--- src/hw/rtl/lfu_pkg.sv ---
// lfu_pkg: shared types and constants for the lfu key-value cache
// used by lfu_cell, lfu_search and lfu_key_value_cache

package lfu_pkg;

  localparam int unsigned KeyW = 32;
  localparam int unsigned ValW = 32;
  localparam int unsigned CapW = 5;

  typedef enum logic [1:0] {
    StIdle,
    StSearch,
    StUpdate,
    StOut
  } state_e;

  typedef enum logic [1:0] {
    OpNone,
    OpHit,
    OpEvict,
    OpInsert
  } op_e;

endpackage

--- src/hw/rtl/lfu_cell.sv ---
// lfu_cell: one cache entry with key, value, use count and recency rank
// depends on lfu_pkg

module lfu_cell #(
  parameter int unsigned CountBits = 16,
  parameter int unsigned RankBits  = 4
) (
  input  logic                      clk_i,
  input  logic                      rst_ni,
  input  logic [lfu_pkg::KeyW-1:0]  key_i,
  input  logic [lfu_pkg::ValW-1:0]  value_i,
  input  lfu_pkg::op_e              op_i,
  input  logic                      sel_i,
  input  logic                      owr_i,
  input  logic [RankBits-1:0]       sel_rank_i,
  output logic                      valid_o,
  output logic                      match_o,
  output logic [lfu_pkg::ValW-1:0]  value_o,
  output logic [CountBits-1:0]      count_o,
  output logic [RankBits-1:0]       rank_o
);
  import lfu_pkg::*;

  logic                 valid_q, valid_d;
  logic [KeyW-1:0]      key_q, key_d;
  logic [ValW-1:0]      value_q, value_d;
  logic [CountBits-1:0] count_q, count_d;
  logic [RankBits-1:0]  rank_q, rank_d;

  assign valid_o = valid_q;
  assign match_o = valid_q && (key_q == key_i);
  assign value_o = value_q;
  assign count_o = count_q;
  assign rank_o  = rank_q;

  always_comb begin
    valid_d = valid_q;
    key_d   = key_q;
    value_d = value_q;
    count_d = count_q;
    rank_d  = rank_q;
    case (op_i)
      OpHit, OpEvict: begin
        if (sel_i) begin
          rank_d = '0;
          if (op_i == OpHit) begin
            if (count_q != {CountBits{1'b1}}) count_d = count_q + 1'b1;
            if (owr_i) value_d = value_i;
          end else begin
            key_d   = key_i;
            value_d = value_i;
            count_d = CountBits'(1);
          end
        end else if (valid_q && rank_q < sel_rank_i) begin
          rank_d = rank_q + 1'b1;
        end
      end
      OpInsert: begin
        if (sel_i) begin
          valid_d = 1'b1;
          key_d   = key_i;
          value_d = value_i;
          count_d = CountBits'(1);
          rank_d  = '0;
        end else if (valid_q) begin
          rank_d = rank_q + 1'b1;
        end
      end
      default: ;
    endcase
  end

  always_ff @(posedge clk_i or negedge rst_ni) begin
    if (!rst_ni) begin
      valid_q <= 1'b0;
    end else begin
      valid_q <= valid_d;
    end
  end

  always_ff @(posedge clk_i) begin
    key_q   <= key_d;
    value_q <= value_d;
    count_q <= count_d;
    rank_q  <= rank_d;
  end

endmodule

--- src/hw/rtl/lfu_search.sv ---
// lfu_search: victim search stage, folds one cell per step into a running best
// depends on lfu_pkg

module lfu_search #(
  parameter int unsigned CountBits = 16,
  parameter int unsigned RankBits  = 4,
  parameter int unsigned IdxBits   = 4
) (
  input  logic                 clk_i,
  input  logic                 rst_ni,
  input  logic                 start_i,
  input  logic                 step_i,
  input  logic [IdxBits-1:0]   idx_i,
  input  logic                 valid_i,
  input  logic [CountBits-1:0] count_i,
  input  logic [RankBits-1:0]  rank_i,
  output logic [IdxBits-1:0]   best_o
);
  import lfu_pkg::*;

  logic                 found_q, found_d;
  logic [IdxBits-1:0]   best_q, best_d;
  logic [CountBits-1:0] bcnt_q, bcnt_d;
  logic [RankBits-1:0]  brank_q, brank_d;
  logic                 better;

  assign better = valid_i && (!found_q || count_i < bcnt_q ||
                  (count_i == bcnt_q && rank_i > brank_q));
  assign best_o = best_q;

  always_comb begin
    found_d = found_q;
    best_d  = best_q;
    bcnt_d  = bcnt_q;
    brank_d = brank_q;
    if (start_i) begin
      found_d = 1'b0;
      best_d  = '0;
    end else if (step_i && better) begin
      found_d = 1'b1;
      best_d  = idx_i;
      bcnt_d  = count_i;
      brank_d = rank_i;
    end
  end

  always_ff @(posedge clk_i or negedge rst_ni) begin
    if (!rst_ni) begin
      found_q <= 1'b0;
      best_q  <= '0;
    end else begin
      found_q <= found_d;
      best_q  <= best_d;
    end
  end

  always_ff @(posedge clk_i) begin
    bcnt_q  <= bcnt_d;
    brank_q <= brank_d;
  end

endmodule

--- src/hw/rtl/lfu_key_value_cache.sv ---
// lfu_key_value_cache: top level, row of entry cells plus victim search
// depends on lfu_pkg, lfu_cell, lfu_search
//
// Key-value cache with least-frequently-used replacement and least-recently-
// used tie-break. Each entry is a cell holding key, value, saturating use
// count and recency rank, and all cells compare the key in parallel. A
// request is accepted in the idle state and matched in the search state. A
// put miss with the store at its configured capacity then runs the victim
// search, one cell a cycle through the search stage. After that come an
// update state and an output state that moves the result into the output
// register, and the result is valid from the cycle after. The next request
// is accepted while a result waits in the output register. A request whose
// result is ready waits in the output state until the output register is
// free, and the input stalls meanwhile.

module lfu_key_value_cache #(
  parameter int unsigned ENTRIES    = 16,
  parameter int unsigned COUNT_BITS = 16
) (
  input  logic                      clk_i,
  input  logic                      rst_ni,
  input  logic                      cfg_valid,
  output logic                      cfg_ready,
  input  logic [lfu_pkg::CapW-1:0]  cfg_data_i,
  input  logic                      in_valid,
  output logic                      in_stall,
  input  logic                      kind_i,
  input  logic [lfu_pkg::KeyW-1:0]  key_i,
  input  logic [lfu_pkg::ValW-1:0]  value_i,
  output logic                      out_valid,
  input  logic                      out_stall,
  output logic                      hit_o,
  output logic [lfu_pkg::ValW-1:0]  read_value_o
);
  import lfu_pkg::*;

  localparam int unsigned IdxBits  = (ENTRIES > 1) ? $clog2(ENTRIES) : 1;
  localparam int unsigned RankBits = IdxBits;
  localparam int unsigned FillBits = $clog2(ENTRIES + 1);

  state_e state_q, state_d;
  logic [CapW-1:0]     cap_q;
  logic [FillBits-1:0] fill_q, fill_d;
  logic                kind_q;
  logic [KeyW-1:0]     key_q;
  logic [ValW-1:0]     val_q;
  logic                hit_q, hit_d;
  logic [ValW-1:0]     rd_q, rd_d;
  logic [IdxBits-1:0]  slot_q, slot_d;
  logic                scan_q, scan_d;
  logic [IdxBits-1:0]  sidx_q, sidx_d;
  op_e                 op_q, op_d;
  logic                ovld_q, ovld_d;
  logic                ohit_q, ohit_d;
  logic [ValW-1:0]     ord_q, ord_d;

  logic [ENTRIES-1:0]  cvalid, cmatch, csel;
  logic [ValW-1:0]     cval   [ENTRIES];
  logic [COUNT_BITS-1:0] ccnt [ENTRIES];
  logic [RankBits-1:0] crank  [ENTRIES];
  logic [RankBits-1:0] sel_rank;
  logic [IdxBits-1:0]  match_idx, free_idx, best, upd_slot;
  logic                any_match;
  logic [CapW-1:0]     cap_eff;
  logic                accept, start;
  op_e                 cell_op;

  assign cfg_ready = 1'b1;
  assign accept    = in_valid && !in_stall;
  assign in_stall  = (state_q != StIdle);
  assign out_valid = ovld_q;
  assign hit_o     = ohit_q;
  assign read_value_o = ord_q;
  assign cap_eff = (32'(cap_q) > ENTRIES) ? CapW'(ENTRIES) : cap_q;

  always_comb begin
    match_idx = '0;
    free_idx  = '0;
    for (int j = ENTRIES - 1; j >= 0; j--) begin
      if (cmatch[j]) match_idx = IdxBits'(j);
      if (!cvalid[j]) free_idx = IdxBits'(j);
    end
  end
  assign any_match = |cmatch;
  // an eviction writes the slot that the search settled on
  assign upd_slot  = (op_q == OpEvict) ? best : slot_q;
  assign sel_rank  = crank[upd_slot];
  assign cell_op   = (state_q == StUpdate) ? op_q : OpNone;
  assign start     = (state_q == StSearch) && !scan_q;

  for (genvar g = 0; g < ENTRIES; g++) begin : g_cell
    assign csel[g] = (upd_slot == IdxBits'(g));
    lfu_cell #(.CountBits(COUNT_BITS), .RankBits(RankBits)) u_cell (
      .clk_i, .rst_ni,
      .key_i(key_q), .value_i(val_q), .op_i(cell_op), .sel_i(csel[g]),
      .owr_i(kind_q), .sel_rank_i(sel_rank),
      .valid_o(cvalid[g]), .match_o(cmatch[g]), .value_o(cval[g]),
      .count_o(ccnt[g]), .rank_o(crank[g])
    );
  end

  lfu_search #(.CountBits(COUNT_BITS), .RankBits(RankBits), .IdxBits(IdxBits)) u_search (
    .clk_i, .rst_ni, .start_i(start), .step_i(scan_q), .idx_i(sidx_q),
    .valid_i(cvalid[sidx_q]), .count_i(ccnt[sidx_q]), .rank_i(crank[sidx_q]),
    .best_o(best)
  );

  // next state
  always_comb begin
    state_d = state_q;
    case (state_q)
      StIdle:   if (accept) state_d = StSearch;
      StSearch: if (!scan_d) state_d = StUpdate;
      StUpdate: state_d = StOut;
      StOut:    if (!ovld_q || !out_stall) state_d = StIdle;
      default:  state_d = StIdle;
    endcase
  end

  // datapath control
  always_comb begin
    hit_d  = hit_q;
    rd_d   = rd_q;
    slot_d = slot_q;
    scan_d = scan_q;
    sidx_d = sidx_q;
    op_d   = op_q;
    fill_d = fill_q;
    ovld_d = ovld_q;
    ohit_d = ohit_q;
    ord_d  = ord_q;
    if (ovld_q && !out_stall) ovld_d = 1'b0;
    case (state_q)
      StIdle: begin
        op_d   = OpNone;
        scan_d = 1'b0;
      end
      StSearch: begin
        if (!scan_q) begin
          hit_d  = any_match;
          rd_d   = (any_match && !kind_q) ? cval[match_idx] : '0;
          slot_d = match_idx;
          op_d   = OpNone;
          if (any_match) begin
            if (!kind_q || cap_eff != '0) op_d = OpHit;
          end else if (kind_q && cap_eff != '0) begin
            if (32'(fill_q) >= 32'(cap_eff) && fill_q != '0) begin
              op_d   = OpEvict;
              scan_d = 1'b1;
              sidx_d = '0;
            end else begin
              op_d   = OpInsert;
              slot_d = free_idx;
              fill_d = fill_q + 1'b1;
            end
          end
        end else begin
          if (sidx_q == IdxBits'(ENTRIES - 1)) scan_d = 1'b0;
          else sidx_d = sidx_q + 1'b1;
        end
      end
      StOut: begin
        if (!ovld_q || !out_stall) begin
          ovld_d = 1'b1;
          ohit_d = hit_q;
          ord_d  = rd_q;
        end
      end
      default: ;
    endcase
  end

  always_ff @(posedge clk_i or negedge rst_ni) begin
    if (!rst_ni) begin
      state_q <= StIdle;
      cap_q   <= CapW'(16);
      fill_q  <= '0;
      scan_q  <= 1'b0;
      sidx_q  <= '0;
      op_q    <= OpNone;
      slot_q  <= '0;
      ovld_q  <= 1'b0;
    end else begin
      if (cfg_valid && cfg_ready) cap_q <= cfg_data_i;
      state_q <= state_d;
      fill_q  <= fill_d;
      scan_q  <= scan_d;
      sidx_q  <= sidx_d;
      op_q    <= op_d;
      slot_q  <= slot_d;
      ovld_q  <= ovld_d;
    end
  end

  always_ff @(posedge clk_i) begin
    if (accept) begin
      kind_q <= kind_i;
      key_q  <= key_i;
      val_q  <= value_i;
    end
    hit_q  <= hit_d;
    rd_q   <= rd_d;
    ohit_q <= ohit_d;
    ord_q  <= ord_d;
  end

  a_fill_bound: assert property (@(posedge clk_i) disable iff (!rst_ni)
    fill_q <= FillBits'(ENTRIES)) else $error("fill count above entries");
  a_valid_fill: assert property (@(posedge clk_i) disable iff (!rst_ni)
    (state_q == StIdle) |-> ($countones(cvalid) == int'(fill_q)))
    else $error("valid bits disagree with fill count");
  a_single_match: assert property (@(posedge clk_i) disable iff (!rst_ni)
    $onehot0(cmatch)) else $error("key stored twice");
  a_out_hold: assert property (@(posedge clk_i) disable iff (!rst_ni)
    (out_valid && out_stall) |=> out_valid) else $error("result dropped");

endmodule
--- config.mk ---
export PLATFORM = sky130hd
export DESIGN_NAME = lfu_key_value_cache
export DESIGN_NICKNAME = d
export VERILOG_FILES = /design/src/hw/rtl/lfu_pkg.sv /design/src/hw/rtl/lfu_cell.sv /design/src/hw/rtl/lfu_search.sv /design/src/hw/rtl/lfu_key_value_cache.sv
export SDC_FILE = /design/constraint.sdc
export NUM_CORES = 2
export LEC_CHECK = 0
export ABC_CLOCK_PERIOD_IN_PS = 5200
export BUFFER_PORTS_ARGS = -buffer_cell sky130_fd_sc_hd__buf_2
export CAP_MARGIN = 20
export CORE_MARGIN = 4
export CORE_UTILIZATION = 55
export DETAILED_ROUTE_END_ITERATION = 8
export PLACE_DENSITY = 0.77
export SKIP_LAST_GASP = 1
export SYNTH_ARGS = -nofsm -noshare
export SYNTH_HDL_FRONTEND = slang
export SYNTH_HIERARCHICAL = 1
export SYNTH_SLANG_ARGS = --single-unit
--- constraint.sdc ---
create_clock -name clk_i -period 5.2 [get_ports clk_i]
set_clock_uncertainty 0.05 [all_clocks]
set_input_delay 1.04 -clock clk_i [delete_from_list [all_inputs] [get_ports clk_i]]
set_output_delay 1.04 -clock clk_i [all_outputs]
set_load 0.02 [all_outputs]
==> flow_metrics.py <==
metrics = {
    "yosys": {
        "synth_simple_gate_area_frac": 0.1003,
        "post_synth_num_cell_types": 75,
        "synthArstFlopShare": 0.02922,
        "yosysTopAreaCellShare": 0.6313,
        "syn_area_um2": 71120,
        "synth_top_family_by_area": "simple AND/OR/NAND/NOR gates",
        "ys.flop_type": "edfxtp_1",
        "syn_nets": 4785,
        "synth_xor_area_frac": 0.09212,
        "ys_warn_count": 6,
        "synth_edf_count": 1495,
        "yosysSeqAreaShare": 0.6471,
        "yosysTopAreaCell": "edfxtp_1",
        "synthTopCellsByArea": "edfxtp_1, xnor2_1, mux4_2",
        "synth_compound_area_frac": 0.03666,
        "synthCells": 4534,
        "syn-mean-instance-area_um2": 15.69,
        "synth_adder_area_share": 0.03096,
        "ys_ff_latch": 1540,
        "muxShareOfSynthArea": 0.07600,
    },
    "final_layout": {
        "fin_cells": 6739,
        "final_common_cell": "edfxtp_1",
        "drive_gt1_frac": 0.1853,
        "nets": 5139,
        "final_cell_mix": "edfxtp_1, xnor2_1, mux4_2, and2_1, buf_4",
        "area_growth_pct": 13.20,
    },
    "worst_setup_path": {
        "worst-setup-path-type": "register to register",
        "crit_buf_inv": 5,
        "worstPathArrival_ps": 5480,
        "cp.required_ps": 5660,
        "critPathMaxStageDelay_ps": 820,
        "start_kind": "register",
        "path_delay_family": "buffers and inverters",
        "crit_path_top_delay_cell": "edfxtp_1",
        "crit_fanout": 70,
        "cp_num_cells": 16,
        "crit_path_frequent_cell": "buf_4",
        "crit_chain": "buf_4 -> xnor2_1 -> nand4_1 -> nor4_1 -> buf_4 -> nand4_1 -> nor4_1 -> buf_4 -> inv_1 -> a21oi_1 -> o31ai_2 -> a21oi_4 -> buf_16 -> mux4_2 -> a22oi_1 -> o21ai_1",
        "reg2reg_depth": 16,
        "endpoint_kind": "register",
    },
    "drt": {
        "wl_mm": 167.4,
        "drtIter0Drc": 4751,
        "num_vias": 40860,
        "wl_met3_mm": 13.91,
        "wl_met1_mm": 68.65,
        "dr.max_layer_used": "met5",
        "via_per_inst": 6.063,
        "routedWlPerCell_um": 24.84,
        "ant_nets": 0,
        "dr.pass1.iters": 5,
        "drcViolationCount": 0,
        "wl_met2_mm": 79.67,
    },
    "timing": {
        "slew_viol_final": 0,
        "finalCritPeriodShare": 0.9661,
        "max_slew.worst_pin.slew_ps": 1101,
        "final_hold_viol_count": 0,
        "fmax_ghz": 0.1991,
        "slew_headroom": 0.2643,
        "min_period_ps": 5024,
        "timing.final.ws_setup_ps": 176.3,
        "rsz0062_at_grt": "yes",
        "holdWs_ps": 92.36,
        "setup_viol": 0,
    },
    "floorplan": {
        "core_area_um2": 128000,
        "io_pins": 111,
        "die_x_um": 367.6,
        "start_util": 0.5556,
        "row_count": 131,
        "die-area_um2": 135100,
        "die_h_um": 367.6,
    },
    "global_routing": {
        "grt_pass1_wl_mm": 254.9,
        "track_usage": 0.2470,
        "grt_pass1_vias": 41250,
        "grt_max_degree": 71,
        "antenna_found_initial": 1,
        "grt.overflow.total": 0,
    },
    "min_path": {
        "hp-class": "input port to asynchronous set/reset pin",
    },
    "clock_network": {
        "cts_buffer_depth": 3,
        "cts_root_buf": "clkbuf_16",
        "cts_sinks": 1540,
        "clkLatencyLatePin_ps": 790,
        "numCtsBuffers": 155,
        "hold_buffers": 0,
        "cts_max_level": 4,
        "cts_tree": "built",
        "clk_pin_slew_ps": 60,
    },
    "pwr": {
        "power_density_nw_per_um2": 402.2,
        "leakage_nw": 26.68,
        "ir_drop_mv": 0.3784,
    },
    "placement": {
        "placed_cells": 6440,
        "port_buffers": 109,
        "hpwl_mm": 103.9,
        "gp_routability_congestion": 0.9027,
        "pre_cts_ws_ps": 278.3,
    },
    "outcome": {
        "status": "finished, final reports clean",
    },
    "run": {
        "maxCapViolCount": 0,
    },
}
## worst register-to-register path, delay by kind of cell, from the launching register on
family / cells / cell delay (ps)
buffers and inverters: 5 / 1140
and+or+nand+nor: 4 / 970
AOI/OAI and AO/OA: 5 / 950
DFF: 1 / 820
muxes: 1 / 670
xor gates and xnor gates: 1 / 140
## cell type report
cell class                 count  area (um^2)
antenna                        1        2.502
clock buffer                 191         4096
clock inverter                87        925.9
fill                        8855        47510
inverter                     166        623.1
multi-input combinational   2716        24320
sequential                  1540        46030
tap                         1729         2163
timing repair buffer         309         2337
## flip-flops by register name (all words and copies together), names as in the netlist
name / flops
read_value_o: 32
u_search/brank_q: 4
u_search/bcnt_q: 16
kind_q: 1
rd_q: 32
scan_q: 1
slot_q: 4
sidx_q: 4
val_q: 32
hit_q: 1
cap_q: 5
state_q: 2
op_q: 2
fill_q: 5
g_cell.u_cell/valid_o: 16
u_search/best_o: 4
g_cell.u_cell/key_q: 512
g_cell.u_cell/count_o: 256
g_cell.u_cell/value_o: 512
out_valid: 1
hit_o: 1
key_q: 32
g_cell.u_cell/rank_o: 64
u_search/found_q: 1
## repair_timing
| item | 4_1_cts | 5_1_grt |
|---|---|---|
| setup endpoints to repair | 0 | 12 |
| gates resized for setup | 0 | 2 |
| setup buffers | 0 | 15 |
## where the power goes
part / leakage [nW] / internal, mW / total, mW / switching [mW]
sequential: 14.2 / 14.9 / 15.7 / 0.807
clock: 2.44 / 6.25 / 11.0 / 4.80
combinational: 10.0 / 2.36 / 5.62 / 3.27
## metrics by stage
step                      power, mW  cell area (um^2)  TNS, ps    util
after floorplan               19.34             71120        0       -
after global placement        21.26             75230        0  0.5877
after detailed placement      21.48             75230        0  0.5877
after CTS                     32.49             80250        0  0.6269
after global routing          33.64             80500   -483.2  0.6288
final                         32.38             80500        0  0.6289
## cell families after synthesis
family	after synthesis
AOI/OAI and AO/OA	378
buffers and inverters	278
DFF	1540
xor gates and xnor gates	748
adders and majority gates	176
muxes	268
and+or+nand+nor	1145
other	1
## cell usage after synthesis (22+ instances only)
master,instances
edfxtp_1,1495
xnor2_1,586
and2_1,220
mux4_2,217
ha_1,176
nor2_1,174
inv_1,166
xor2_1,162
nand2_1,149
nand4_1,145
nand3_1,137
a21oi_1,68
clkbuf_1,64
nor2b_1,60
o21ai_1,60
nor4_1,50
mux2i_1,45
dfrtp_1,44
a21o_1,35
nand2b_1,35
nor4_2,34
a2111oi_0,32
a22oi_1,32
a311o_1,32
o21ai_0,31
buf_2,22
or3_1,22
## layer usage
layer	global-route usage	up-vias
met3	0.04321	304
met4	0.08092	2
li1	-	17970
met2	0.3924	1859
met5	0	-
met1	0.3500	20730
## path summary, 6_finish.rpt
check / start / end / slack (ps)
worst max-delay path: key_q[11] / rd_q[18] / 180
worst min-delay path: rst_ni / g_cell[3].u_cell/valid_o / 90
worst max register to register: key_q[11] / rd_q[18] / 180
worst min register to register: rd_q[13] / read_value_o[13] / 370
max in group asynchronous: rst_ni / sidx_q[0] / 4010
min in group clk_i: rd_q[13] / read_value_o[13] / 370
Power figures use the tool's default switching activity.
